File: src/rtl/kslu_pkg.sv
// kslu_pkg: shared types, constants and helper functions of the k-mer lookup unit
// no dependencies; used by every module of the block
`timescale 1ns / 1ps
`default_nettype none
package kslu_pkg;

	localparam int KMER_MAX   = 32;
	localparam int REF_DEPTH  = 4096;
	localparam int REF_AW     = 12;
	localparam int REF_LW     = 13;
	localparam int KW         = 6;
	localparam int COUNT_W    = 14;
	localparam int CMD_DEPTH  = 4;
	localparam int CMD_PW     = 2;
	localparam int OUT_DEPTH  = 2;
	localparam int OUT_PW     = 1;

	localparam logic [COUNT_W-1:0] COUNT_MAX = 14'd16383;
	localparam logic [KW-1:0]      KMER_RESET = 6'd16;
	localparam logic [KW-1:0]      KMER_TOP   = 6'd32;

	// input kind codes
	localparam logic [1:0] KIND_REF   = 2'd0;
	localparam logic [1:0] KIND_BOTH  = 2'd1;
	localparam logic [1:0] KIND_FWD   = 2'd2;
	localparam logic [1:0] KIND_FETCH = 2'd3;

	typedef struct packed {
		logic [1:0] kind;
		logic [7:0] base_char;
		logic       last_char;
	} in_item_t;

	typedef struct packed {
		logic               word_ok;
		logic [COUNT_W-1:0] hit_count;
		logic               hit_valid;
		logic [REF_AW-1:0]  hit_position;
		logic               hit_reverse;
		logic               last_hit;
	} out_item_t;

	typedef enum logic [1:0] {
		OP_REF,
		OP_QCHAR,
		OP_FETCH
	} op_t;

	// classified request handed from front to engine
	typedef struct packed {
		op_t        op;
		logic [2:0] base;
		logic       last;
		logic       both;
	} cmd_t;

	typedef enum logic [1:0] {
		ST_IDLE,
		ST_RC,
		ST_COUNT,
		ST_FETCH
	} state_t;

	// valid bit and 2-bit code of an ascii base
	function automatic logic [2:0] decode_base(input logic [7:0] ch);
		logic [2:0] r;
		case (ch)
			8'h41, 8'h61: r = 3'd4;
			8'h43, 8'h63: r = 3'd5;
			8'h47, 8'h67: r = 3'd6;
			8'h54, 8'h74: r = 3'd7;
			default:      r = 3'd0;
		endcase
		return r;
	endfunction

	// reverse complement of a k-base word (k in 1..32)
	function automatic logic [63:0] rev_comp(input logic [63:0] code, input logic [KW-1:0] k);
		logic [63:0] full;
		logic [6:0]  sh;
		for (int i = 0; i < KMER_MAX; i++) begin
			full[2*i +: 2] = 2'd3 - code[2*(KMER_MAX-1-i) +: 2];
		end
		sh = 7'd64 - {k, 1'b0};
		return full >> sh;
	endfunction

endpackage
`default_nettype wire

File: src/rtl/kslu_outq.sv
// kslu_outq: small result queue between the engine and the result port
// depends on kslu_pkg
`timescale 1ns / 1ps
`default_nettype none
module kslu_outq (
	input  wire                 logic clk,
	input  wire                 logic arst_n,
	input  wire                 logic res_valid,
	input  kslu_pkg::out_item_t res,
	output logic                space,
	output logic                empty,
	input  wire                 logic pop,
	output kslu_pkg::out_item_t result
);

	kslu_pkg::out_item_t           fifo_q [kslu_pkg::OUT_DEPTH];
	logic [kslu_pkg::OUT_PW-1:0]   wr_ptr_q, rd_ptr_q;
	logic [kslu_pkg::OUT_PW:0]     cnt_q;
	logic                          do_push, do_pop;

	assign empty   = (cnt_q == '0);
	assign space   = (cnt_q != (kslu_pkg::OUT_PW+1)'(kslu_pkg::OUT_DEPTH));
	assign result  = fifo_q[rd_ptr_q];
	assign do_push = res_valid && space;
	assign do_pop  = pop && !empty;

	// storage
	always_ff @(posedge clk) begin
		if (do_push) begin
			fifo_q[wr_ptr_q] <= res;
		end
	end

	// pointers
	always_ff @(posedge clk or negedge arst_n) begin
		if (!arst_n) begin
			wr_ptr_q <= '0;
			rd_ptr_q <= '0;
			cnt_q    <= '0;
		end else begin
			if (do_push) wr_ptr_q <= wr_ptr_q + 1'b1;
			if (do_pop)  rd_ptr_q <= rd_ptr_q + 1'b1;
			if (do_push && !do_pop) cnt_q <= cnt_q + 1'b1;
			else if (do_pop && !do_push) cnt_q <= cnt_q - 1'b1;
		end
	end

endmodule
`default_nettype wire

File: config.mk
export PLATFORM = sky130hd
export DESIGN_NAME = kslu_outq
export DESIGN_NICKNAME = d
export VERILOG_FILES = /design/src/rtl/kslu_pkg.sv /design/src/rtl/kslu_outq.sv
export SDC_FILE = /design/constraint.sdc
export NUM_CORES = 1
export LEC_CHECK = 0
export BUFFER_PORTS_ARGS = -buffer_cell sky130_fd_sc_hd__buf_2
export CORE_MARGIN = 5
export CORE_UTILIZATION = 45
export CTS_CLUSTER_SIZE = 12
export DETAILED_ROUTE_END_ITERATION = 10
export GPL_ROUTABILITY_DRIVEN = 0
export PLACE_DENSITY = 0.73
export SLEW_MARGIN = 10
export SYNTH_ARGS = -nofsm -noshare
export SYNTH_HDL_FRONTEND = slang
export SYNTH_SLANG_ARGS = --single-unit
File: constraint.sdc
create_clock -name clk -period 2.3 [get_ports clk]
set_clock_uncertainty 0.2 [all_clocks]
set_input_delay 0.46 -clock clk [delete_from_list [all_inputs] [get_ports clk]]
set_output_delay 0.46 -clock clk [all_outputs]
set_load 0.05 [all_outputs]
==> results of run 1 <==
-- cell families after synthesis --
group / synth area share
flip-flops: 0.765
multiplexers: 0.180
buffers and inverters: 0.0151
XOR/XNOR: 0.0176
adder cells (fa/ha/maj): 0.00503
AO/OA/AOI/OAI: 0.00201
AND/OR/NAND/NOR: 0.0151
-- cell type report --
type	count	area share
clock buffers	10	0.0405
clock inverters	6	0.0159
inverters	1	0.00119
multi-input cells	43	0.174
flip-flops and latches	64	0.605
well taps	72	0.0286
repair buffers	74	0.135
-- how the worst max path moves through the flow --
stage / from / end / slack (ps) / cells past startpoint
after floorplan: cnt_q[0] / fifo_q[0][0] / 150 / 3
after global placement: rd_ptr_q / result[8] / 420 / 3
after detailed placement: rd_ptr_q / result[8] / 400 / 3
after CTS: rd_ptr_q / result[8] / 20 / 3
after global routing: rd_ptr_q / result[8] / 30 / 3
final: rd_ptr_q / result[5] / 90 / 3
-- state kept, by name (all words and copies together), names as in the netlist --
name and cells:
cnt_q 2, rd_ptr_q 1, fifo_q 60, wr_ptr_q 1
-- timing repair --
| item | CTS | global route |
|---|---|---|
| endpoints found under the setup margin | 0 | 24 |
| hold buffers | 1 | 0 |
| buffers inserted | 0 | 2 |
| endpoints found under the hold margin | 4 | 0 |
-- critical path, delay by kind of cell (launching register included) --
| kind | cells | cell delay (ps) |
|---|---|---|
| flops | 1 | 460 |
| buf+inv | 2 | 440 |
| mux | 1 | 310 |
-- metrics by stage --
stage	cell area, um2	total power (W)
finish	3150	0.00480
global route	3150	0.00501
CTS	3110	0.00477
detailed placement	2920	0.00390
global placement	2920	0.00384
floorplan	2490	0.00348
-- synth_stat cells --
cell type / instances / area, um2
edfxtp_1: 60 / 1800
mux2_4: 29 / 435
dfrtp_1: 4 / 100
buf_6: 3 / 33.8
nor2_1: 3 / 11.3
xnor2_1: 3 / 26.3
xor2_1: 2 / 17.5
and3_1: 1 / 6.26
ha_1: 1 / 12.5
inv_1: 1 / 3.75
mux2_1: 1 / 11.3
nand2_2: 1 / 6.26
nand2b_4: 1 / 13.8
o21ai_1: 1 / 5.00
-- power breakdown --
| part | switching (W) | internal [W] |
|---|---|---|
| logic | 0.00143 | 0.000772 |
| registers | 0.000122 | 0.00160 |
| clock network | 0.000384 | 0.000484 |
| total | 0.00194 | 0.00286 |
-- routing by layer --
layer	track usage	vias to the layer above
met1	0.136	628
met2	0.215	50
li1	-	592
met5	0	-
met4	0.0614	0
met3	0.0687	6
==> summary.md, run 1 <==
| Metric | Value |
|---|---|
| First-pass GRT wire length | `6730 um` |
| Startpoint types | `flop` |
| Worst setup margin | `87.4 ps` |
| Layout cell share with drive strength beyond 1 | `0.591` |
| Post-Place Setup Slack | `399 ps` |
| Final setup viols | `0` |
| Min-delay src | `res[1]` |
| Hold Crit Endpoint | `fifo_q[1][1]` |
| Required @ worst endpoint | `1640 ps` |
| Number of global-route vias before repair | `1376` |
| DR WL/cell | `16.7 um` |
| Die Wd | `84.3 um` |
| Final hold slack | `115 ps` |
| Fin. max-slew vios | `0` |
| Total negative slack | `0 ps` |
| Mapped Nets | `146` |
| Max_cap viols | `0` |
| Hold Crit Depth | `1` |
| CTS tree | `done` |
| FF-to-FF Start | `cnt_q[0]` |
| Via count | `1276` |
| PortBufs | `65` |
| Pwr dens | `1520 nW/um2` |
| Worst skew pair latency | `330 ps` |
| Gr usage total | `0.130` |
| IO Pins | `66` |
| Inst Count DP | `250` |
| Seq cells post-synth | `64` |
| Post-synth cell types | `14` |
| Total wire length | `4500 um` |
| Layout Cells excl Fill | `270` |
| Layout Nets | `228` |
| HP Class | `input pin to flop` |
| Clk slew on worst S/H paths | `70 ps` |
| Tcrit/Tclk final | `0.962` |
| Critical path type | `flop to primary output` |
| Max Used Layer | `met4` |
| Mapped Area | `2480 um2` |
| Register-to-register setup slack | `600 ps` |
| Synth warnings | `0` |
| Mapped Cells | `111` |
| Final hold vios | `0` |
| CP max FO | `14` |
| Chain of cells forming the critical path | `clkbuf_16, mux2_4, buf_2` |
| Htree depth | `3` |
| Syn Area/Cell | `22.4 um2` |
| Worst R2R End | `cnt_q[1]` |
| CP max stage delay | `460 ps` |
| Largest net degree at the start of global routing | `29` |
| Met3 Routed Length | `325 um` |
| Multi-input logic area | `548 um2` |
| Hpwl dp | `3070 um` |
| Worst IR Drop VDD | `0.908 mV` |
| Core Box Area | `5440 um2` |
| Initial Util | `0.457` |
| Area Overhead vs Synth | `26.7%` |
| Die height | `84.3 um` |
| DRT iter0 DRCs | `45` |
| Seq/Total Area, Yosys | `0.765` |
| Detail Route Antenna Nets | `0` |
| Highest Clock Rate | `452 MHz` |
| Cts bufs inserted | `9` |
| Least-Margin Pin Slew | `311 ps` |
| R2R depth | `7` |
| Post-CTS sizing | `0` |
| DR vias/cell | `4.73` |
| Core Rows | `27` |
| Drt drc | `0` |
| Gr ovfl total | `0` |
| Clock tree root buffer cell | `clkbuf_8` |
| Number of diodes | `0` |
| Clock sinks | `64` |
| DR pass1 iterations | `4` |
| CP max stage cell | `dfrtp_2` |
| Most frequent cells in the layout | `65 x buf_2, 60 x edfxtp_1, 29 x mux2_4, 9 x clkbuf_8, 6 x buf_4` |
| RSZ-0062 raised after global routing | `false` |
| CTS Buffer Depth | `2` |
| Status | `finished, final reports clean` |
| LEAKAGE | `1.30 nW` |
| Initial antenna violation count | `0` |
| Die area | `7110 um2` |
| Max_slew headroom | `0.793` |
| Crit. End Element | `primary output` |
| Tmin final | `2210 ps` |
| Most common cell after layout, fill and taps aside | `buf_2` |
| Final core utilization | `0.579` |
| WL met2 | `2340 um` |
| Filler cells | `426` |
| Post-Route M1 WL | `1770 um` |
| Crit path arrival time | `1550 ps` |
| Register area | `1900 um2` |
Note: power is estimated with default switching activity, not from simulation.
==> run 2: changes to the inputs <==
Settings changed: GPL_TIMING_DRIVEN set to 0.
==> summary.md, run 2 (synthesis gave the netlist of run 1 again) <==
| Metric | Value |
|---|---|
| Worst skew pair latency | `320 ps` |
| Die Wd | `84.3 um` |
| Min-delay src | `res[5]` |
| Flop pwr share | `0.375` |
| First-pass GRT wire length | `6870 um` |
| Highest Clock Rate | `460 MHz` |
| CP max FO | `10` |
| Worst IR Drop VDD | `0.991 mV` |
| Area Overhead vs Synth | `23.7%` |
| Hold Crit Endpoint | `fifo_q[0][5]` |
| Tmin final | `2170 ps` |
| CTS Buffer Depth | `2` |
| Final hold vios | `0` |
| Critical path type | `flop to primary output` |
| CP max stage delay | `450 ps` |
| Htree depth | `3` |
| Crit path arrival time | `1510 ps` |
| Layout Nets | `223` |
| Required @ worst endpoint | `1640 ps` |
| Drt drc | `0` |
| Initial antenna violation count | `0` |
| IO Pins | `66` |
| CP max stage cell | `dfrtp_1` |
| CTS tree | `done` |
| Worst setup margin | `126 ps` |
| Worst R2R End | `fifo_q[0][14]` |
| Cts bufs inserted | `9` |
| RSZ-0062 raised after global routing | `false` |
| Combinational power share | `0.460` |
| Die height | `84.3 um` |
| Layout cell share with drive strength beyond 1 | `0.585` |
| Final hold slack | `117 ps` |
| Final setup viols | `0` |
| LEAKAGE | `1.26 nW` |
| Sw frac | `0.415` |
| Max_cap viols | `0` |
| Post-Place Setup Slack | `301 ps` |
| Gr ovfl total | `0` |
| Max_slew headroom | `0.416` |
| Initial Util | `0.457` |
| DRT iter0 DRCs | `58` |
| Fin. max-slew vios | `0` |
| PortBufs | `65` |
| Max reg flops | `60` |
| Number of global-route vias before repair | `1433` |
| Hpwl dp | `2920 um` |
| Die area | `7110 um2` |
| Net Switching | `0.00191 W` |
| DR vias/cell | `4.58` |
| Top flop regs | `fifo_q x60, cnt_q x2` |
| Number of diodes | `0` |
| Core Rows | `27` |
| DR WL/cell | `15.7 um` |
| FF-to-FF Start | `cnt_q[0]` |
| HP Class | `input pin to flop` |
| Post-CTS sizing | `0` |
| Clock sinks | `64` |
| Internal | `0.00268 W` |
| Pwr dens | `1490 nW/um2` |
| Detail Route Antenna Nets | `0` |
| DR pass1 iterations | `4` |
| Clock tree root buffer cell | `clkbuf_8` |
| Most frequent cells in the layout | `65 x buf_2, 60 x edfxtp_1, 29 x mux2_4, 9 x clkbuf_8, 4 x dfrtp_1` |
| Gr usage total | `0.129` |
| Status | `finished, final reports clean` |
| Via count | `1214` |
| Total wire length | `4160 um` |
| Largest net degree at the start of global routing | `31` |
| R2R depth | `3` |
| Top delay family on crit path | `flip-flops` |
| Top reg by flops | `fifo_q` |
| Clk slew on worst S/H paths | `60 ps` |
| Clk network pwr share | `0.164` |
| CP bufs+invs | `2` |
| Crit. End Element | `primary output` |
| Tcrit/Tclk final | `0.945` |
| Chain of cells forming the critical path | `buf_6, mux2_4, buf_2` |
| Most common cell after layout, fill and taps aside | `buf_2` |
| Core Box Area | `5440 um2` |
| Startpoint types | `flop` |
| Least-Margin Pin Slew | `875 ps` |
| Hold Crit Depth | `1` |
| Register-to-register setup slack | `340 ps` |
==> run 2: power by group through the flow <==
| stage | registers (W) | logic [W] | clock network [W] |
|---|---|---|---|
| 3_3_place_gp | 0.00173 | 0.00210 | 0 |
| 3_5_place_dp | 0.00175 | 0.00214 | 0 |
| 2_1_floorplan | 0.00171 | 0.00177 | 0 |
| 5_1_grt | 0.00175 | 0.00222 | 0.000843 |
| 6_report | 0.00172 | 0.00211 | 0.000754 |
| 4_1_cts | 0.00173 | 0.00214 | 0.000777 |
==> run 2: area by class of cell <==
cell class / instances / area, um2
fill: 441 / 2370
sequential: 64 / 1900
multi-input combinational: 43 / 554
timing repair buffer: 66 / 335
clock buffer: 10 / 128
tap: 72 / 90.1
buffer: 3 / 33.8
clock inverter: 6 / 26.3
inverter: 1 / 3.75
==> run 2: metrics by stage <==
| step | instance area (um2) | TNS [ps] | util | power (W) | instances |
|---|---|---|---|---|---|
| after floorplan | 2490 | 0 | - | 0.00348 | 111 |
| after global placement | 2900 | -2890 | 0.534 | 0.00383 | 248 |
| after detailed placement | 2910 | 0 | 0.535 | 0.00389 | 248 |
| after CTS | 3070 | 0 | 0.565 | 0.00465 | 265 |
| after global routing | 3070 | 0 | 0.565 | 0.00481 | 265 |
| final | 3070 | 0 | 0.565 | 0.00459 | 265 |
==> run 2: worst max path at each step <==
| stage | to | cells past startpoint | from | slack, ps |
|---|---|---|---|---|
| 2_1_floorplan | fifo_q[0][0] | 3 | cnt_q[0] | 150 |
| 4_1_cts | result[1] | 3 | rd_ptr_q | 100 |
| 6_report | result[1] | 3 | rd_ptr_q | 130 |
| 5_1_grt | result[1] | 3 | rd_ptr_q | 50 |
| 3_3_place_gp | fifo_q[0][14] | 3 | cnt_q[0] | -100 |
| 3_5_place_dp | fifo_q[0][24] | 3 | cnt_q[0] | 300 |
==> run 2: per-layer routing <==
metal,vias to the layer above,track usage,routed length [um],part of all wire
met5,-,0,0,0
met2,45,0.221,2180,0.52
met1,578,0.134,1570,0.38
met3,5,0.0589,336,0.081
li1,586,-,-,-
met4,0,0.0614,76,0.018
==> run 2: timing repair <==
action                                 CTS  global route
endpoints found under the hold margin    4             0
buffers inserted                         0             0
hold buffers                             1             0
==> run 3: changes to the inputs <==
Settings changed: BUFFER_PORTS_ARGS -buffer_cell sky130_fd_sc_hd__buf_2 to -buffer_cell sky130_fd_sc_hd__buf_4.
==> summary.md, run 3 (synthesis gave the netlist of run 1 again) <==
| Metric | Value |
|---|---|
| CTS tree | `done` |
| Drt drc | `0` |
| Max_cap viols | `0` |
| Cts bufs inserted | `9` |
| Critical path type | `flop to primary output` |
| Clock sinks | `64` |
| Core Box Area | `5440 um2` |
| Total negative slack | `0 ps` |
| Hold Crit Depth | `1` |
| PortBufs | `65` |
| Die height | `84.3 um` |
| Min-delay src | `res[7]` |
| Gr ovfl total | `0` |
| Startpoint types | `flop` |
| Top flop regs | `fifo_q x60, cnt_q x2` |
| Most common cell after layout, fill and taps aside | `buf_4` |
| Sw frac | `0.390` |
| Clk slew on worst S/H paths | `70 ps` |
| Final hold slack | `111 ps` |
| Worst R2R End | `fifo_q[0][29]` |
| Chain of cells forming the critical path | `buf_6, mux2_4, buf_4` |
| CP max stage cell | `dfrtp_1` |
| IO Pins | `66` |
| FF-to-FF Start | `cnt_q[0]` |
| Net Switching | `0.00191 W` |
| Layout Nets | `223` |
| Hold Crit Endpoint | `fifo_q[1][7]` |
| Gr usage total | `0.121` |
| Number of global-route vias before repair | `1311` |
| Final hold vios | `0` |
| Fin. max-slew vios | `0` |
| Crit. End Element | `primary output` |
| Max_slew headroom | `0.428` |
| Core Rows | `27` |
| Die Wd | `84.3 um` |
| DR WL/cell | `15.6 um` |
| Required @ worst endpoint | `1640 ps` |
| Detail Route Antenna Nets | `0` |
| Via count | `1219` |
| Post-layout instance area | `3270 um2` |
| Status | `finished, final reports clean` |
| Clock tree root buffer cell | `clkbuf_8` |
| CTS Buffer Depth | `2` |
| Die area | `7110 um2` |
| Initial Util | `0.457` |
| Pwr dens | `1500 nW/um2` |
| Max reg flops | `60` |
| First-pass GRT wire length | `6300 um` |
| CP bufs+invs | `2` |
| Tcrit/Tclk final | `0.927` |
| Layout cell share with drive strength beyond 1 | `0.596` |
| Worst IR Drop VDD | `1.09 mV` |
| Largest net degree at the start of global routing | `31` |
| DR pass1 iterations | `4` |
| Tmin final | `2130 ps` |
| Placed Area | `3070 um2` |
| CP max FO | `10` |
| Crit path arrival time | `1470 ps` |
| Combinational power share | `0.465` |
| Area Overhead vs Synth | `31.7%` |
| RSZ-0062 raised after global routing | `false` |
| Htree depth | `3` |
| R2R depth | `3` |
| Layout Cells excl Fill | `265` |
| Final setup viols | `0` |
| Initial antenna violation count | `0` |
| Flop pwr share | `0.350` |
| DRT iter0 DRCs | `64` |
| LEAKAGE | `1.34 nW` |
| Least-Margin Pin Slew | `856 ps` |
| Hpwl dp | `2950 um` |
| Top delay family on crit path | `flip-flops` |
| Clk network pwr share | `0.185` |
| Top reg by flops | `fifo_q` |
| Highest Clock Rate | `469 MHz` |
| HP Class | `input pin to flop` |
| Total wire length | `4120 um` |
| Number of diodes | `0` |
| DR vias/cell | `4.60` |
| CP max stage delay | `440 ps` |
| Worst skew pair latency | `320 ps` |
| Register-to-register setup slack | `360 ps` |
| Most frequent cells in the layout | `65 x buf_4, 60 x edfxtp_1, 29 x mux2_4, 10 x clkbuf_8, 4 x dfrtp_1` |
| Internal | `0.00300 W` |
| Inst Count DP | `248` |
| Post-CTS Repair Setup Buffers | `0` |
[run 3: cell count changes in the layout (fill, tap and decap cells not counted), sizes merged]
cell,before,now
bufinv,0,1
clkbuf,10,12
clkinv,6,3
[run 3: worst register-to-register path, cell delays in order, from the launching register on]
cell and delay, ps:
dfrtp_1 430, nand2b_4 170, nand2_2 90, nor2_4 660
[run 3: worst max path at each step]
stage,from,depth (start not counted),end,slack [ps]
after detailed placement,cnt_q[0],3,fifo_q[0][14],320
after floorplan,cnt_q[0],3,fifo_q[0][0],150
final,rd_ptr_q,3,result[22],170
after global placement,cnt_q[0],3,fifo_q[0][15],-100
after global routing,rd_ptr_q,3,result[1],90
after CTS,rd_ptr_q,3,result[3],130
[run 3: power groups by stage]
stage          clock [W]  combinational [W]  sequential (W)
3_5_place_dp           0            0.00232         0.00175
6_report        0.000908            0.00229         0.00172
5_1_grt         0.000976            0.00239         0.00175
4_1_cts         0.000939            0.00232         0.00172
3_3_place_gp           0            0.00228         0.00173
2_1_floorplan          0            0.00177         0.00171
[run 3: metal layers]
metal  GRT usage  share of wire
met3      0.0510          0.081
met5           0              0
met2       0.196           0.51
met1       0.132           0.39
met4      0.0746          0.019
[run 3: cell type report]
class                      count  area, um2
tap                           72       90.1
multi-input combinational     43        554
inverter                       1       3.75
fill                         425       2170
sequential                    64       1900
timing repair buffer          66        498
clock buffer                  12        145
clock inverter                 4       45.0
buffer                         3       33.8
[run 3: per-stage QoR]
stage               setup WS (ps)  power [W]  utilization
detailed placement            324    0.00407        0.565
CTS                           132    0.00499        0.602
finish                        168    0.00491        0.602
global placement            -96.2    0.00401        0.564
floorplan                     148    0.00348            -
global route                 94.9    0.00511        0.602
[run 3: what timing repair did]
action,in CTS,in global routing
resized for setup,0,0
endpoints found under the hold margin,4,0
hold buffers,1,0
