`src/rtl/kslu_pkg.sv`:
```
// kslu_pkg: shared types, constants and helper functions of the k-mer lookup unit
// no dependencies; used by every module of the block
`timescale 1ns / 1ps
`default_nettype none
package kslu_pkg;

	localparam int KMER_MAX   = 32;
	localparam int REF_DEPTH  = 4096;
	localparam int REF_AW     = 12;
	localparam int REF_LW     = 13;
	localparam int KW         = 6;
	localparam int COUNT_W    = 14;
	localparam int CMD_DEPTH  = 4;
	localparam int CMD_PW     = 2;
	localparam int OUT_DEPTH  = 2;
	localparam int OUT_PW     = 1;

	localparam logic [COUNT_W-1:0] COUNT_MAX = 14'd16383;
	localparam logic [KW-1:0]      KMER_RESET = 6'd16;
	localparam logic [KW-1:0]      KMER_TOP   = 6'd32;

	// input kind codes
	localparam logic [1:0] KIND_REF   = 2'd0;
	localparam logic [1:0] KIND_BOTH  = 2'd1;
	localparam logic [1:0] KIND_FWD   = 2'd2;
	localparam logic [1:0] KIND_FETCH = 2'd3;

	typedef struct packed {
		logic [1:0] kind;
		logic [7:0] base_char;
		logic       last_char;
	} in_item_t;

	typedef struct packed {
		logic               word_ok;
		logic [COUNT_W-1:0] hit_count;
		logic               hit_valid;
		logic [REF_AW-1:0]  hit_position;
		logic               hit_reverse;
		logic               last_hit;
	} out_item_t;

	typedef enum logic [1:0] {
		OP_REF,
		OP_QCHAR,
		OP_FETCH
	} op_t;

	// classified request handed from front to engine
	typedef struct packed {
		op_t        op;
		logic [2:0] base;
		logic       last;
		logic       both;
	} cmd_t;

	typedef enum logic [1:0] {
		ST_IDLE,
		ST_RC,
		ST_COUNT,
		ST_FETCH
	} state_t;

	// valid bit and 2-bit code of an ascii base
	function automatic logic [2:0] decode_base(input logic [7:0] ch);
		logic [2:0] r;
		case (ch)
			8'h41, 8'h61: r = 3'd4;
			8'h43, 8'h63: r = 3'd5;
			8'h47, 8'h67: r = 3'd6;
			8'h54, 8'h74: r = 3'd7;
			default:      r = 3'd0;
		endcase
		return r;
	endfunction

	// reverse complement of a k-base word (k in 1..32)
	function automatic logic [63:0] rev_comp(input logic [63:0] code, input logic [KW-1:0] k);
		logic [63:0] full;
		logic [6:0]  sh;
		for (int i = 0; i < KMER_MAX; i++) begin
			full[2*i +: 2] = 2'd3 - code[2*(KMER_MAX-1-i) +: 2];
		end
		sh = 7'd64 - {k, 1'b0};
		return full >> sh;
	endfunction

endpackage
`default_nettype wire

```
`src/rtl/kslu_front.sv`:
```
// kslu_front: accepts input requests, classifies them and queues them for the engine
// depends on kslu_pkg
`timescale 1ns / 1ps
`default_nettype none
module kslu_front (
	input  wire                logic clk,
	input  wire                logic arst_n,
	input  wire                logic push,
	output logic               full,
	input  kslu_pkg::in_item_t item,
	output logic               cmd_valid,
	output kslu_pkg::cmd_t     cmd,
	input  wire                logic cmd_pop
);

	kslu_pkg::cmd_t                 fifo_q [kslu_pkg::CMD_DEPTH];
	logic [kslu_pkg::CMD_PW-1:0]    wr_ptr_q, rd_ptr_q;
	logic [kslu_pkg::CMD_PW:0]      cnt_q;
	kslu_pkg::cmd_t                 cls;
	logic                           do_push, do_pop;

	// classify the request
	always_comb begin
		cls.base = kslu_pkg::decode_base(item.base_char);
		cls.last = item.last_char;
		cls.both = (item.kind == kslu_pkg::KIND_BOTH);
		case (item.kind)
			kslu_pkg::KIND_REF:   cls.op = kslu_pkg::OP_REF;
			kslu_pkg::KIND_FETCH: cls.op = kslu_pkg::OP_FETCH;
			default:              cls.op = kslu_pkg::OP_QCHAR;
		endcase
	end

	assign full      = (cnt_q == (kslu_pkg::CMD_PW+1)'(kslu_pkg::CMD_DEPTH));
	assign cmd_valid = (cnt_q != '0);
	assign cmd       = fifo_q[rd_ptr_q];
	assign do_push   = push && !full;
	assign do_pop    = cmd_pop && cmd_valid;

	// queue storage
	always_ff @(posedge clk) begin
		if (do_push) begin
			fifo_q[wr_ptr_q] <= cls;
		end
	end

	// queue pointers
	always_ff @(posedge clk or negedge arst_n) begin
		if (!arst_n) begin
			wr_ptr_q <= '0;
			rd_ptr_q <= '0;
			cnt_q    <= '0;
		end else begin
			if (do_push) wr_ptr_q <= wr_ptr_q + 1'b1;
			if (do_pop)  rd_ptr_q <= rd_ptr_q + 1'b1;
			if (do_push && !do_pop) cnt_q <= cnt_q + 1'b1;
			else if (do_pop && !do_push) cnt_q <= cnt_q - 1'b1;
		end
	end

endmodule
`default_nettype wire

```
`config.mk`:
```
export PLATFORM = sky130hd
export DESIGN_NAME = kslu_front
export DESIGN_NICKNAME = d
export VERILOG_FILES = /design/src/rtl/kslu_pkg.sv /design/src/rtl/kslu_front.sv
export SDC_FILE = /design/constraint.sdc
export NUM_CORES = 1
export LEC_CHECK = 0
export BUFFER_PORTS_ARGS = -buffer_cell sky130_fd_sc_hd__buf_2
export CAP_MARGIN = 0
export CORE_MARGIN = 2
export CORE_UTILIZATION = 49
export CTS_CLUSTER_DIAMETER = 80
export DETAILED_ROUTE_END_ITERATION = 16
export PLACE_DENSITY = 0.73
export SLEW_MARGIN = 40
export SYNTH_ARGS = -nofsm -noshare
export SYNTH_HDL_FRONTEND = slang
export SYNTH_SLANG_ARGS = --single-unit
```
`constraint.sdc`:
```
create_clock -name clk -period 2.2 [get_ports clk]
set_clock_uncertainty 0.15 [all_clocks]
set_input_delay 0.66 -clock clk [delete_from_list [all_inputs] [get_ports clk]]
set_output_delay 0.66 -clock clk [all_outputs]
set_load 0.03 [all_outputs]
```
==> results of run 1 <==
[sequential cells by signal, summed over array words and instances (netlist names)]
signal / cells
cnt_q: 3
fifo_q: 28
rd_ptr_q: 2
wr_ptr_q: 2
[timing repair]
item,CTS,global route
hold buffers,1,0
resized for setup,17,7
endpoints found under the hold margin,7,0
setup buffers,1,0
pin swaps,0,2
setup endpoints to repair,8,8
[layer usage]
layer | track usage (%) | wire length, um | vias to the layer above
met4 | 7.94 | 49 | 0
met5 | 0 | 0 | -
met3 | 5.97 | 113 | 7
met1 | 18.2 | 992 | 390
met2 | 23.3 | 1180 | 18
li1 | - | - | 401
[worst max-delay path, stage by stage (launching register included)]
cell and delay, ns:
dfrtp_1 0.39, buf_6 0.15, mux4_2 0.50, buf_6 0.15
[path summary, 6_finish.rpt]
path,from,end,slack [ns],cells after the start
max reg2reg,cnt_q[2],cnt_q[2],0.12,8
min in group asynchronous,arst_n,cnt_q[0],0.53,2
max in group asynchronous,arst_n,cnt_q[1],1.21,2
min,item[0],fifo_q[2][1],0.39,1
min reg2reg,cnt_q[2],cnt_q[2],0.42,2
max,rd_ptr_q[0],cmd[4],-0.14,3
[through the flow]
| step | area, um^2 | TNS (ns) | instances | utilization, % | power [W] |
|---|---|---|---|---|---|
| 2_1_floorplan | 1560 | -0.00160 | 90 | - | 0.00173 |
| 3_3_place_gp | 1750 | 0 | 159 | 57.7 | 0.00197 |
| 3_5_place_dp | 1750 | -0.00546 | 159 | 57.7 | 0.00202 |
| 4_1_cts | 1890 | -1.14 | 168 | 62.4 | 0.00260 |
| 5_1_grt | 1920 | -1.39 | 168 | 63.4 | 0.00274 |
| 6_report | 1920 | -0.915 | 168 | 63.4 | 0.00260 |
[synth_stat cells]
library cell / instances / share of area (%)
nand2_1: 2 / 0.48
nor2b_1: 1 / 0.40
mux2_2: 1 / 0.72
dfrtp_1: 7 / 11
xor2_1: 2 / 1.1
nor2_1: 4 / 0.97
a31oi_1: 2 / 0.80
nor4bb_1: 1 / 0.64
inv_1: 7 / 1.7
ha_1: 7 / 5.6
nand2b_1: 1 / 0.40
a21oi_1: 1 / 0.32
buf_1: 1 / 0.24
nor3b_4: 1 / 1.2
xnor2_1: 4 / 2.3
and2_2: 4 / 1.9
buf_2: 1 / 0.32
nor3b_1: 1 / 0.48
mux2_4: 1 / 0.97
buf_6: 1 / 0.72
nor2b_2: 1 / 0.56
mux4_2: 7 / 10
edfxtp_1: 28 / 54
fa_1: 1 / 1.3
nor3_1: 1 / 0.32
nand3_1: 1 / 0.32
or3_4: 1 / 0.72
[cell type report]
type | count | share of cell area, %
inverter | 7 | 1.37
multi-input combinational | 45 | 27.1
sequential | 35 | 52.9
timing repair buffer | 30 | 12.0
tap | 44 | 2.87
clock inverter | 1 | 1.56
clock buffer | 6 | 2.15
[kinds of logic after synthesis]
kind of cell | share of synthesized area (%)
fa+ha+maj | 6.92
xor+xnor | 3.38
simple gates | 8.45
mux | 11.8
buf+inv | 2.98
flops | 65.3
compound gates | 1.13
[where the power goes]
part | switching (W) | leakage (nW) | internal, W
registers | 0.0000946 | 0.345 | 0.000899
clock network | 0.000191 | 0.0383 | 0.000234
logic | 0.000576 | 0.372 | 0.000603
total | 0.000862 | 0.756 | 0.00174
==> results.txt, run 1 <==
Critical Path AT -> 1.53 ns
Critical Path Fanout Max -> 5
vias in the first global route -> 820
Die X -> 60.3 um
Max Cap Viol -> 0
Core Box Area -> 0.00303 mm^2
Final Hold Viols -> 0
Vias -> 816
wire per inst -> 13.9 um
Post-Syn Area -> 0.00156 mm^2
relative slew slack -> 74.1%
crit end category -> output port
Reg area -> 0.00102 mm^2
maximum VDD drop -> 714 uV
most frequent cells in the layout -> edfxtp_1 (28), buf_2 (14), buf_6 (10)
status -> complete, but fails checks
CTS tree -> built
Worst setup SP type -> flop
first-pass GRT wire length -> 3.75 mm
Max Freq -> 427 MHz
leading cell type in the layout, fill and taps excluded -> edfxtp_1
IO Count -> 24
clock root buffer -> clkbuf_4
Setup Crit Path Kind -> reg2out
Area Growth Syn to Fin -> 23.4%
Final Max Tran Viols -> 0
GRT Total Usage -> 15.0%
Clock Path Buffers -> 2
via/cell ratio -> 4.86
Port-buffer cells -> 22
fill count -> 215
Least-Margin Pin Slew -> 0.389 ns
RSZ-0062 raised after global routing -> yes
violated checks -> setup timing
# H-tree levels -> 2
DRC viols -> 0
row count -> 20
WHS -> 0.393 ns
post-route worst setup slack -> -0.139 ns
Leak -> 0.756 nW
antenna violations before repair -> 0
Synth warnings -> 0
PD cells -> 1350 mW/mm^2
Starting DRT DRC Count -> 27
WP data required -> 1.39 ns
n_diodes -> 0
syn avg cell area -> 17.3 um^2
fin crit share -> 106%
dpl ws -> -0.00546 ns
DP Wirelength -> 1.65 mm
Hold Path Class -> in2reg
Total Die Area -> 0.00364 mm^2
Yosys reg bits -> 35
Final setup viols -> 7
Sink Count -> 35
Total Wirelength -> 2.33 mm
clk_lat worst skew -> 0.33 ns
DRT antenna net count -> 0
Die H -> 60.3 um
# nets final -> 147
min Tclk post-route -> 2.34 ns
sequential fraction of the synthesis area -> 65.3%
starting density of the core -> 51.4%
total gr overflow -> 0
multi-input logic area -> 520 um^2
CTS clock-pin slew for the worst setup and hold paths -> 0.10 ns
synthesized instance count -> 90
CTS Buf Count -> 5
Unique masters post-synth -> 27
Initial DRT Pass Iterations -> 4
layout cells sized above 1 -> 43.5%
largest net degree at the start of global routing -> 11
GP Congestion -> 0.671
syn_nets -> 113
No activity file was read; power rests on OpenSTA's default activity.
==> run 2: changes to the inputs <==
Settings changed: CORE_MARGIN 2 to default, RECOVER_POWER from default to 50.
==> run 2 against run 1 <==
The flow still finishes with violations (setup timing). Routed wire length grew 1.2%. Cell count grew 0.60%. Non-clock buffer count is the same. Die area shrank 6.5%. Worst setup slack lost 0.011 ns. Sequential power is essentially flat. Largest power group unchanged.
==> results.txt, run 2 (same netlist as run 1, synthesis figures left out) <==
GP Congestion -> 0.633 (-5.6%)
Final Max Tran Viols -> 0 (unchanged)
fin crit share -> 107% (+0.51 points)
leading cell type in the layout, fill and taps excluded -> edfxtp_1
clk_lat worst skew -> 0.33 ns (about the same)
Total Die Area -> 0.00340 mm^2 (-6.5%)
DRT antenna net count -> 0 (unchanged)
slowest CP cell -> mux4_2
maximum VDD drop -> 503 uV (-30%)
relative slew slack -> 72.8% (-1.3 points)
status -> complete, but fails checks
DRC viols -> 0 (unchanged)
Final Hold Viols -> 0 (unchanged)
crit end category -> output port
starting density of the core -> 51.4% (unchanged)
IO Count -> 24 (unchanged)
total gr overflow -> 0 (unchanged)
WP data required -> 1.39 ns (about the same)
Setup Crit Path Kind -> reg2out
Port-buffer cells -> 22 (unchanged)
WHS -> 0.432 ns (+0.0388 ns)
PD cells -> 1310 mW/mm^2 (-3.2%)
n_diodes -> 0 (unchanged)
Total Wirelength -> 2.36 mm (+1.2%)
RSZ-0062 raised after global routing -> yes
Die H -> 58.3 um (-3.3%)
violated checks -> setup timing
final total power -> 0.00248 W (-4.5%)
Die X -> 58.3 um (-3.3%)
largest net degree at the start of global routing -> 11 (unchanged)
Sink Count -> 35 (unchanged)
clock root buffer -> clkbuf_4
Worst setup SP type -> flop
Critical Path AT -> 1.54 ns (about the same)
max reg flops -> 28 (unchanged)
Leak -> 0.732 nW (-3.1%)
vias in the first global route -> 826 (+0.73%)
Final setup viols -> 7 (unchanged)
first-pass GRT wire length -> 3.82 mm (+2.0%)
row count -> 20 (unchanged)
most frequent cells in the layout -> edfxtp_1 (28), buf_2 (9), buf_6 (9)
Critical Path Fanout Max -> 7 (+2)
Core Box Area -> 0.00303 mm^2 (unchanged)
DP Wirelength -> 1.64 mm (-0.77%)
Starting DRT DRC Count -> 29 (+7.4%)
# H-tree levels -> 2 (unchanged)
Least-Margin Pin Slew -> 0.408 ns (+0.0189 ns)
CTS Buf Count -> 5 (unchanged)
CTS tree -> built
Finished Core Util -> 62.6% (-0.83 points)
register bank with the most flops -> fifo_q
CTS clock-pin slew for the worst setup and hold paths -> 0.09 ns (about the same)
Max Cap Viol -> 0 (unchanged)
Area Growth Syn to Fin -> 21.8%
peak per-stage delay on the critical path -> 0.51 ns (about the same)
Clock Path Buffers -> 2 (unchanged)
# nets final -> 147 (unchanged)
via/cell ratio -> 4.92 (+1.4%)
Initial DRT Pass Iterations -> 4 (unchanged)
GRT Total Usage -> 16.7% (+1.6 points)
largest registers -> fifo_q: 28 flops, cnt_q: 3 flops
min Tclk post-route -> 2.35 ns (+0.0113 ns)
layout cells sized above 1 -> 37.6% (-5.9 points)
antenna violations before repair -> 0 (unchanged)
wire per inst -> 14.0 um (+0.56%)
Cell Chain, Critical Path -> buf_12 -> mux4_2 -> buf_6
fill count -> 228 (+6.0%)
Vias -> 832 (+2.0%)
post-route worst setup slack -> -0.151 ns (-0.0113 ns)
Max Freq -> 425 MHz (-0.48%)
Hold Path Class -> reg2reg
==> run 2: changes by cell type in the layout (fill, tap and decap cells not counted) <==
cell / delta
bufinv_16: -1
or3_1: +1
buf_6: -1
buf_2: -5
or3_4: -1
clkbuf_4: +1
buf_4: -1
clkbuf_1: +5
clkinv_1: +2
buf_12: +1
==> run 2: critical path, delay by kind of cell (launching register included) <==
| kind | cells | cell delay (ns) |
|---|---|---|
| buf+inv | 2 | 0.31 |
| mux | 1 | 0.51 |
| flops | 1 | 0.40 |
==> run 2: per-stage QoR <==
step | instance area, um^2 | TNS, ns | setup WS, ns | cells
after floorplan | 1560 | -0.00160 | -0.00160 | 90
after CTS | 1860 | -1.19 | -0.182 | 168
after global placement | 1750 | 0 | 0.0597 | 157
after global routing | 1890 | -1.51 | -0.219 | 169
final | 1890 | -0.978 | -0.151 | 169
after detailed placement | 1750 | 0 | 0.0118 | 157
==> run 2: worst paths after layout <==
check	start	endpoint	slack, ns	depth (start not counted)
worst max-delay path	rd_ptr_q[0]	cmd[5]	-0.15	3
worst min-delay path	cnt_q[2]	cnt_q[2]	0.43	2
worst max register to register	cnt_q[1]	cnt_q[2]	0.12	8
worst min register to register	cnt_q[2]	cnt_q[2]	0.43	2
max in group asynchronous	arst_n	cnt_q[0]	1.01	2
min in group asynchronous	arst_n	rd_ptr_q[1]	0.60	2
==> run 2: cell type report <==
| cell class | instances | area, um^2 | area share [%] |
|---|---|---|---|
| Sequential cell | 35 | 1020 | 53.6 |
| Multi-Input combinational cell | 45 | 515 | 27.2 |
| Timing Repair Buffer | 30 | 233 | 12.3 |
| Tap cell | 44 | 55.1 | 2.91 |
| Clock buffer | 6 | 41.3 | 2.18 |
| Inverter | 7 | 26.3 | 1.39 |
| Clock inverter | 2 | 7.51 | 0.396 |
==> run 2: routing by layer <==
| layer | global-route usage (%) | share of wire (%) | vias up |
|---|---|---|---|
| met4 | 10.5 | 2.6 | 0 |
| met2 | 24.8 | 51 | 23 |
| met5 | 0 | 0 | - |
| met3 | 6.59 | 4.7 | 8 |
| li1 | - | - | 399 |
| met1 | 20.4 | 42 | 402 |
==> run 2: where the power goes <==
group / total [W] / internal (W) / switching, W / leakage [nW]
sequential: 0.000994 / 0.000899 / 0.0000954 / 0.345
combinational: 0.00118 / 0.000604 / 0.000571 / 0.360
clock: 0.000312 / 0.000118 / 0.000194 / 0.0273
total: 0.00248 / 0.00162 / 0.000860 / 0.732
==> run 2: timing repair <==
| action | 4_1_cts | 5_1_grt |
|---|---|---|
| hold endpoints to repair | 7 | 0 |
| pin swaps | 0 | 5 |
| hold buffers | 1 | 0 |
| setup endpoints to repair | 8 | 9 |
| setup buffers | 2 | 1 |
| gates resized for setup | 14 | 9 |
==> run 3: changes to the inputs <==
Settings changed: GPL_TIMING_DRIVEN from default to 0.
==> run 3 against run 2 <==
The run still ends with setup timing left. Fmax barely moved. Non-clock buffer count grew 2. Via count grew 1.9%. Die area is the same. Utilization is 1.4 points higher.
==> results.txt, run 3 (same netlist as run 1, synthesis figures left out) <==
peak per-stage delay on the critical path -> 0.42 ns (-0.09 ns)
Die H -> 58.3 um (unchanged)
Clock Path Buffers -> 2 (unchanged)
maximum VDD drop -> 554 uV (+10%)
DP Wirelength -> 1.63 mm (-0.17%)
total gr overflow -> 0 (unchanged)
Final setup viols -> 10 (+3)
Top delay family on crit path -> adder cells
DRC viols -> 0 (unchanged)
Pint -> 0.00184 W (+14%)
sw power -> 0.000886 W (+3.0%)
Least-Margin Pin Slew -> 0.446 ns (+0.0386 ns)
Reg area -> 0.00102 mm^2 (+0.25%)
Port-buffer cells -> 22 (unchanged)
min Tclk post-route -> 2.35 ns (-0.0000720 ns)
PD cells -> 1410 mW/mm^2 (+7.6%)
Cell Chain, Critical Path -> buf_4 -> nor3b_1 -> nor2b_2 -> buf_6 -> ha_4 -> inv_2 -> fa_2 -> mux2_2
combinational share of power -> 42.5% (-4.9 points)
antenna violations before repair -> 0 (unchanged)
fin crit share -> 107% (about the same)
Total Wirelength -> 2.53 mm (+7.0%)
first-pass GRT wire length -> 3.86 mm (+0.92%)
CTS clock-pin slew for the worst setup and hold paths -> 0.10 ns (about the same)
violated checks -> setup timing
Core Box Area -> 0.00303 mm^2 (unchanged)
row count -> 20 (unchanged)
multi-input logic area -> 499 um^2 (-3.2%)
# nets final -> 149 (+1.4%)
Die X -> 58.3 um (unchanged)
n_diodes -> 0 (unchanged)
# H-tree levels -> 2 (unchanged)
leading cell type in the layout, fill and taps excluded -> edfxtp_1
RSZ-0062 raised after global routing -> yes
Hold Path Class -> in2reg
DRT antenna net count -> 0 (unchanged)
register bank with the most flops -> fifo_q
GRT Total Usage -> 16.8% (+0.11 points)
final total power -> 0.00273 W (+10%)
most frequent cells in the layout -> edfxtp_1 (28), buf_4 (10), buf_6 (8), buf_2 (8), mux4_2 (7)
crit end category -> flop
vias in the first global route -> 833 (+0.85%)
Final Hold Viols -> 0 (unchanged)
Starting DRT DRC Count -> 22 (-24%)
CTS Buf Count -> 5 (unchanged)
WHS -> 0.446 ns (+0.0137 ns)
Total Die Area -> 0.00340 mm^2 (unchanged)
clock root buffer -> clkbuf_4
status -> complete, but fails checks
Critical Path Fanout Max -> 7 (unchanged)
WP buf/inv -> 3 (+1)
fill count -> 223 (-2.2%)
Max Cap Viol -> 0 (unchanged)
relative slew slack -> 70.2% (-2.6 points)
largest registers -> fifo_q: 28 flops, cnt_q: 3 flops
clk_lat worst skew -> 0.33 ns (about the same)
switch share -> 32.4% (-2.2 points)
Area Growth Syn to Fin -> 24.6%
placed cells -> 156 (-0.64%)
Setup Crit Path Kind -> reg2reg
Worst setup SP type -> flop
starting density of the core -> 51.4% (unchanged)
largest net degree at the start of global routing -> 13 (+2)
Initial DRT Pass Iterations -> 4 (unchanged)
via/cell ratio -> 4.96 (+0.73%)
GP Congestion -> 0.666 (+5.1%)
Vias -> 848 (+1.9%)
Critical Path AT -> 2.43 ns (+0.89 ns)
sequential share of power -> 36.7% (-3.4 points)
Finished Core Util -> 64.0% (+1.4 points)
Max Freq -> 425 MHz (about the same)
IO Count -> 24 (unchanged)
max reg flops -> 28 (unchanged)
slowest CP cell -> dfrtp_2
Leak -> 0.752 nW (+2.6%)
Sink Count -> 35 (unchanged)
wire per inst -> 14.8 um (+5.8%)
dpl ws -> -0.0829 ns (-0.0947 ns)
layout cells sized above 1 -> 42.5% (+4.9 points)
Final Max Tran Viols -> 0 (unchanged)
fin cells -> 171 (+1.2%)
clock share of power -> 20.8% (+8.2 points)
CTS tree -> built
WP data required -> 2.28 ns (+0.89 ns)
post-route worst setup slack -> -0.151 ns (+0.0000720 ns)
==> run 3: cell types whose count changed in the layout (fill, tap and decap cells not counted), moves of 2 or more <==
cell,delta
dfrtp_2,+2
clkinv_1,-2
dfrtp_1,-2
bufinv_16,+2
buf_4,+6
==> run 3: per-stage QoR <==
step	setup TNS, ns	instance area, um^2
3_5_place_dp	-0.132	1720
6_report	-1.30	1940
3_3_place_gp	-0.0216	1720
5_1_grt	-2.03	1940
2_1_floorplan	-0.00160	1560
4_1_cts	-1.24	1930
==> run 3: area by class of cell <==
type,count,area share (%)
tap,44,2.84
clock inverter,3,3.49
multi-input combinational,45,25.8
timing repair buffer,30,10.9
clock buffer,5,1.94
inverter,7,1.36
sequential,35,52.6
buffer,2,1.16
==> run 3: worst reg2reg max path, stage by stage (launching register included) <==
cell,delay (ns)
dfrtp_2,0.42
buf_4,0.14
nor3b_1,0.39
nor2b_2,0.09
buf_6,0.16
ha_4,0.17
inv_2,0.05
fa_2,0.41
mux2_2,0.27
==> run 3: path summary, 6_finish.rpt <==
check	cells past startpoint	end	slack, ns	from
hold reg to reg	1	wr_ptr_q[1]	0.45	wr_ptr_q[1]
max in group asynchronous	2	cnt_q[1]	0.99	arst_n
min in group asynchronous	2	rd_ptr_q[0]	0.60	arst_n
setup reg to reg	8	cnt_q[1]	-0.15	cnt_q[1]
hold / removal	1	fifo_q[2][1]	0.45	item[0]
setup / recovery	8	cnt_q[1]	-0.15	cnt_q[1]
==> run 3: power groups by stage <==
stage	clock, W	sequential [W]	combinational (W)
3_5_place_dp	0	0.00100	0.000954
2_1_floorplan	0	0.000979	0.000747
3_3_place_gp	0	0.000988	0.000926
5_1_grt	0.000607	0.00102	0.00125
6_report	0.000568	0.00100	0.00116
4_1_cts	0.000580	0.00101	0.00114
==> run 3: layer usage <==
metal / share of wire (%) / GRT usage (%)
met5: 0 / 0
met4: 0.91 / 7.14
met3: 4.2 / 5.93
met2: 54 / 28.1
met1: 41 / 19.7
==> run 3: repair_timing <==
action	in CTS	in global routing
endpoints found under the hold margin	7	0
gates cloned	1	0
setup buffers	5	1
setup endpoints to repair	9	11
pin swaps	0	4
hold buffers	1	0
gates resized for setup	18	9
